==> src/spq_pkg.sv <==
// Types and codes for the sorted priority queue.
`timescale 1ns / 1ps

package spq_pkg;

  localparam int unsigned DATA_W  = 32;
  localparam int unsigned COUNT_W = 5;

  // Operation kind carried in tuser
  typedef enum logic [1:0] {
    KIND_INSERT = 2'd0,
    KIND_REMOVE = 2'd1,
    KIND_PEEK   = 2'd2
  } kind_t;

  // Result status
  typedef enum logic [1:0] {
    STATUS_OK    = 2'd0,
    STATUS_EMPTY = 2'd1,
    STATUS_FULL  = 2'd2
  } status_t;

  localparam logic signed [DATA_W-1:0] EMPTY_FRONT = -32'sd1;

  // One stored entry
  typedef struct packed {
    logic signed [DATA_W-1:0] value;
    logic signed [DATA_W-1:0] prio;
  } slot_t;

  // Broadcast to every cell
  typedef struct packed {
    logic  insert;
    logic  remove;
    slot_t new_slot;
  } cell_ctrl_t;

endpackage

==> src/spq_cell.sv <==
// One slot of the shift-register queue: compare, hold, take new or shift.
`timescale 1ns / 1ps

module spq_cell (
  input  logic               clk,
  input  spq_pkg::cell_ctrl_t ctrl,
  input  spq_pkg::slot_t     left_slot,
  input  spq_pkg::slot_t     right_slot,
  input  logic               left_ge,
  input  logic               occupied,
  output logic               ge,
  output spq_pkg::slot_t     slot,
  output spq_pkg::slot_t     slot_next
);
  import spq_pkg::*;

  // Stored entry ranks ahead of the new one (ties keep arrival order)
  assign ge = occupied && (slot.prio >= ctrl.new_slot.prio);

  // Next contents
  always_comb begin
    slot_next = slot;
    if (ctrl.insert) begin
      if (!ge) begin
        slot_next = left_ge ? ctrl.new_slot : left_slot;
      end
    end else if (ctrl.remove) begin
      slot_next = right_slot;
    end
  end

  always_ff @(posedge clk) begin
    slot <= slot_next;
  end

endmodule

==> src/sorted_priority_queue.sv <==
// Top level of the sorted priority queue: cell chain, count and result beat.
// Usage
//   Input beats on s_axis: tuser carries the kind (insert, remove, peek),
//   tdata carries the value and priority. Each input beat yields exactly one
//   result beat on m_axis with the front value after the operation (-1 when
//   empty), the entry count and a status code.
//   Entries live in a row of CAPACITY cells, highest priority in cell 0;
//   every cell compares its priority with the incoming one in parallel and
//   either holds, takes the new entry or takes its neighbor's entry.
// Timing
//   One item per cycle sustained while the receiver keeps up; the whole chain
//   updates in the cycle the beat is accepted, and the result is loaded into
//   the output register at the same clock edge.
//   s_axis_tready is high while the output register is empty or being
//   drained, so a stalled receiver holds the result and blocks new input
//   only while that register is full.
// Reset
//   rst (synchronous, active high) empties the queue and drops any pending
//   result; stored slot contents are not cleared and are never read while
//   unoccupied.
`timescale 1ns / 1ps

module sorted_priority_queue #(
  parameter int unsigned CAPACITY = 16
) (
  input  logic        clk,
  input  logic        rst,
  input  logic        s_axis_tvalid,
  output logic        s_axis_tready,
  input  logic [63:0] s_axis_tdata,  // [31:0] item_value, [63:32] item_priority
  input  logic [1:0]  s_axis_tuser,  // [1:0] kind
  output logic        m_axis_tvalid,
  input  logic        m_axis_tready,
  output logic [39:0] m_axis_tdata   // [31:0] front_value, [36:32] entry_count,
                                     // [38:37] status, [39] zero
);
  import spq_pkg::*;

  localparam int unsigned CW = $clog2(CAPACITY + 1);

  logic [CW-1:0]  count;
  logic [CW-1:0]  count_next;
  logic           accept;
  logic           full;
  logic           empty;
  status_t        status_next;
  cell_ctrl_t     ctrl;
  slot_t          slot_q    [CAPACITY];
  slot_t          slot_n    [CAPACITY];
  logic           ge        [CAPACITY];
  logic [CW+COUNT_W-1:0] count_ext;
  logic signed [DATA_W-1:0] front_next;

  // Handshake
  assign s_axis_tready = !m_axis_tvalid || m_axis_tready;
  assign accept        = s_axis_tvalid && s_axis_tready;

  assign full  = (count == CW'(CAPACITY));
  assign empty = (count == '0);

  // Decode the beat
  always_comb begin
    ctrl.insert         = 1'b0;
    ctrl.remove         = 1'b0;
    ctrl.new_slot.value = s_axis_tdata[31:0];
    ctrl.new_slot.prio  = s_axis_tdata[63:32];
    status_next         = STATUS_OK;
    count_next          = count;
    case (s_axis_tuser)
      KIND_INSERT: begin
        if (full) begin
          status_next = STATUS_FULL;
        end else begin
          ctrl.insert = accept;
          count_next  = count + CW'(1);
        end
      end
      KIND_REMOVE: begin
        if (empty) begin
          status_next = STATUS_EMPTY;
        end else begin
          ctrl.remove = accept;
          count_next  = count - CW'(1);
        end
      end
      default: begin
      end
    endcase
  end

  // Chain of cells
  for (genvar i = 0; i < CAPACITY; i++) begin : g_cell
    slot_t left_slot;
    slot_t right_slot;
    logic  left_ge;

    if (i == 0) begin : g_head
      assign left_slot = ctrl.new_slot;
      assign left_ge   = 1'b1;
    end else begin : g_body
      assign left_slot = slot_q[i-1];
      assign left_ge   = ge[i-1];
    end

    if (i == CAPACITY - 1) begin : g_tail
      assign right_slot = slot_q[i];
    end else begin : g_inner
      assign right_slot = slot_q[i+1];
    end

    spq_cell u_cell (
      .clk        (clk),
      .ctrl       (ctrl),
      .left_slot  (left_slot),
      .right_slot (right_slot),
      .left_ge    (left_ge),
      .occupied   (count > CW'(i)),
      .ge         (ge[i]),
      .slot       (slot_q[i]),
      .slot_next  (slot_n[i])
    );
  end

  // Result fields
  assign front_next = (count_next == '0) ? EMPTY_FRONT : slot_n[0].value;
  assign count_ext  = {{COUNT_W{1'b0}}, count_next};

  // Count and output register
  always_ff @(posedge clk) begin
    if (rst) begin
      count         <= '0;
      m_axis_tvalid <= 1'b0;
    end else begin
      if (accept) begin
        count         <= count_next;
        m_axis_tvalid <= 1'b1;
      end else if (m_axis_tready) begin
        m_axis_tvalid <= 1'b0;
      end
    end
  end

  always_ff @(posedge clk) begin
    if (accept) begin
      m_axis_tdata <= {1'b0, status_next, count_ext[COUNT_W-1:0], front_next};
    end
  end

endmodule

==> config.mk <==
export PLATFORM = sky130hd
export DESIGN_NAME = sorted_priority_queue
export DESIGN_NICKNAME = d
export VERILOG_FILES = /design/src/spq_pkg.sv /design/src/spq_cell.sv /design/src/sorted_priority_queue.sv
export SDC_FILE = /design/constraint.sdc
export NUM_CORES = 2
export LEC_CHECK = 0
export ABC_AREA = 1
export BUFFER_PORTS_ARGS = -buffer_cell sky130_fd_sc_hd__buf_4
export CAP_MARGIN = 20
export CORE_UTILIZATION = 55
export CTS_CLUSTER_SIZE = 8
export DETAILED_ROUTE_END_ITERATION = 12
export PLACE_DENSITY = 0.71
export SLEW_MARGIN = 0
export SYNTH_ARGS = -nofsm -noshare
export SYNTH_HDL_FRONTEND = slang
export SYNTH_HIERARCHICAL = 1
export SYNTH_SLANG_ARGS = --single-unit
==> constraint.sdc <==
create_clock -name clk -period 10.7 [get_ports clk]
set_input_delay 1.605 -clock clk [delete_from_list [all_inputs] [get_ports clk]]
set_output_delay 1.605 -clock clk [all_outputs]
set_load 0.005 [all_outputs]
==> flow_metrics.env <==
export IMPL_clockRootBuffer="sky130_fd_sc_hd__clkbuf_16"
export IMPL_cts_post_setup_buffers_inserted=0
export IMPL_tritoncts="done"
export IMPL_placed_cells=14721
export IMPL_syn_area_mm2=0.0909
export IMPL_antenna_violating_nets_post_route=0
export IMPL_most_frequent_standard_cell_in_the_layout_excluding_fill_and_tap_cells="sky130_fd_sc_hd__nand2_1"
export IMPL_grt_first_pass_wirelength_mm=414
export IMPL_critical_path_top_delay_family="buffers and inverters"
export IMPL_netlist_instances=13300
export IMPL_grtUsageTotal_pct=29.3
export IMPL_hold_buffers=0
export IMPL_timing_max_transition_violations_final=0
export IMPL_p_total_mw=27.6
export IMPL_die_area_mm2=0.167
export IMPL_dp_final_hpwl_mm=175
export IMPL_dpl_cell_area_mm2=0.0894
export IMPL_vias_in_the_first_global_route=77787
export IMPL_timing_critical_path_buf_inv=5
export IMPL_rows=148
export IMPL_critPathLaunchType="input port"
export IMPL_worstHoldPathType="reg2reg"
export IMPL_overflow=0
export IMPL_syn_avg_cell_area_um2=6.84
export IMPL_slowest_stage_delay_cp_ps=710
export IMPL_post_route_drc_count=0
export IMPL_grt_start_max_net_pins=238
export IMPL_numCtsBuffers=152
export IMPL_port_buffer_count=110
export IMPL_synth_net_count=13888
export IMPL_fillers=15401
export IMPL_critPathSlowestCell="sky130_fd_sc_hd__buf_4"
export IMPL_ir_worst_vdd_v=0.000382
export IMPL_status="finished clean"
export IMPL_worst_max_slew_pin_slew_ps=1180
export IMPL_pre_cts_ws_ps=4260
export IMPL_power_share_sequential_pct=30.4
export IMPL_totalNegativeSetupSlack_ps=0
export IMPL_p_int_mw=14.1
export IMPL_comb_power_share_pct=53.2
export IMPL_arrival_ps=6410
export IMPL_finClkSkew_ps=29.0
export IMPL_yosysWarnings=6
export IMPL_instances_no_fill=14920
export IMPL_place_gp_congestion=0.897
export IMPL_finalWorstSetupSlack_ps=4950
export IMPL_timing_reg2reg_setup_slack_ps=5860
export IMPL_clock_pin_slew_worst_setup_and_hold_paths_ps=50
export IMPL_net_switching_power_mw=13.5
export IMPL_vias=84905
export IMPL_avgViaCountPerCell=5.69
export IMPL_worst_path_max_fanout=71
export IMPL_leakage_nw=43.7
export IMPL_clock_latency_ps=800
export IMPL_post_cts_resized_instances=0
export IMPL_core_area_mm2=0.164
export IMPL_cts_max_level=4
export IMPL_setup_repair_after_global_routing_missed_its_margin="false"
export IMPL_crit_path_end_kind="flop"
export IMPL_dr_first_iter_drc_count=8521
export IMPL_critical_path_cell_chain="buf_4 > inv_1 > ha_1 > nand2_1 > nor2_1 > nand2_1 > nand2_1 > nand2_1 > nand2_1 > nand2_1 > nand2_1 > nand2_1 > nand3_2 > buf_4 > nand2_4 > clkinv_2 > buf_4 > nand2_1 > o21ai_0 > nand2_2 > nand3_2 > nand2_1"
export IMPL_cts_root_to_sink_buffers=3
export IMPL_drv_cap=0
export IMPL_clock_power_share_pct=16.4
export IMPL_max_clock_freq_ghz=0.174
export IMPL_grt_antenna_before_repair=1
export IMPL_pwr_density_cell_mw_per_mm2=294
export IMPL_final_area_mm2=0.0940
export IMPL_path_common_cell="sky130_fd_sc_hd__nand2_1"
export IMPL_final_min_period_over_clock_period_pct=53.7
export IMPL_route_detailed_wl_per_inst_um=17.1
export IMPL_clkSinkCount=1069
export IMPL_die_x_um=409
export IMPL_most_frequent_cells_in_the_layout="sky130_fd_sc_hd__nand2_1 (2383), sky130_fd_sc_hd__inv_1 (1722), sky130_fd_sc_hd__o21ai_0 (1545), sky130_fd_sc_hd__nand3_1 (1317), sky130_fd_sc_hd__a21oi_1 (1230)"
export IMPL_final_period_minus_worst_setup_slack_ps=5750
export IMPL_die_height_um=409
export IMPL_detailed_routing_iteration_count_for_the_pre_antenna_repair_pass=6
export IMPL_final_layout_size_suffix_gt1_share_pct=16.7
export IMPL_area_growth_pct=3.34
export IMPL_finish_net_count=13299
export IMPL_finalSetupViolCount=0
export IMPL_timing_worst_setup_path_type="in2reg"
export IMPL_power_switching_share_pct=49.0
export IMPL_initial_core_util_pct=55.6
export IMPL_worst_ep_required_time_ps=11360
export IMPL_hold_viol=0
export IMPL_routed_wl_mm=255
export IMPL_boundaryPins=112
export IMPL_maxSlewHeadroom_pct=21.4
## stage by stage
stage	hold slack, ps	utilization, %
4_1_cts	492	57.3
5_1_grt	516	57.5
3_3_place_gp	469	54.7
3_5_place_dp	476	54.7
2_1_floorplan	460	-
6_report	492	57.5
## path summary, 6_finish.rpt
path                                              to  cells after the start                               from
hold / removal     g_cell[1].u_cell/slot[37]$_DFF_P_                      2  g_cell[2].u_cell/slot[37]$_DFF_P_
hold reg to reg    g_cell[1].u_cell/slot[37]$_DFF_P_                      2  g_cell[2].u_cell/slot[37]$_DFF_P_
setup / recovery  g_cell[15].u_cell/slot[30]$_DFF_P_                     22                   s_axis_tdata[39]
setup reg to reg  g_cell[15].u_cell/slot[30]$_DFF_P_                     20  g_cell[14].u_cell/slot[7]$_DFF_P_
## registers in the layout (all words and copies together) (netlist names)
register	cells
count	5
m_axis_tvalid	1
m_axis_tdata	39
g_cell.u_cell/slot	1024
## worst register-to-register path, stage by stage, from the launching register on
cell and delay (ps):
sky130_fd_sc_hd__dfxtp_1 340, sky130_fd_sc_hd__ha_1 310, sky130_fd_sc_hd__nand2_1 70, sky130_fd_sc_hd__nor2_1 280, sky130_fd_sc_hd__nand2_1 90, sky130_fd_sc_hd__nand2_1 90, sky130_fd_sc_hd__nand2_1 60, sky130_fd_sc_hd__nand2_1 110
sky130_fd_sc_hd__nand2_1 90, sky130_fd_sc_hd__nand2_1 80, sky130_fd_sc_hd__nand2_1 60, sky130_fd_sc_hd__nand3_2 50, sky130_fd_sc_hd__buf_4 650, sky130_fd_sc_hd__nand2_4 500, sky130_fd_sc_hd__clkinv_2 630, sky130_fd_sc_hd__buf_4 720
sky130_fd_sc_hd__nand2_1 200, sky130_fd_sc_hd__o21ai_0 150, sky130_fd_sc_hd__nand2_2 90, sky130_fd_sc_hd__nand3_2 90, sky130_fd_sc_hd__nand2_1 60
## metal layers
layer	GRT usage, %	up-vias	share of wire (%)
met3	3.54	334	6.9
met4	7.19	0	1.9
met2	45.3	2724	43
met1	42.9	39312	48
met5	0	-	0
li1	-	42535	-
## power by group through the flow
stage	clock network, mW	registers, mW	logic, mW
after floorplan	0	7.32	12.7
after global placement	0	8.26	14.0
after detailed placement	0	8.33	14.4
after CTS	4.60	8.28	14.6
after global routing	4.76	8.62	16.6
final	4.54	8.38	14.7
## layout make-up
type / count / area (um2) / area share [%]
clock inverter: 14 / 310 / 0.330
timing repair buffer: 224 / 2020 / 2.15
tap: 2175 / 2720 / 2.90
clock buffer: 173 / 3920 / 4.18
multi-input combinational: 9490 / 56500 / 60.1
sequential: 1069 / 21800 / 23.2
antenna: 1 / 2.50 / 0.00266
inverter: 1774 / 6700 / 7.13
No activity file was read; power rests on OpenSTA's default activity.
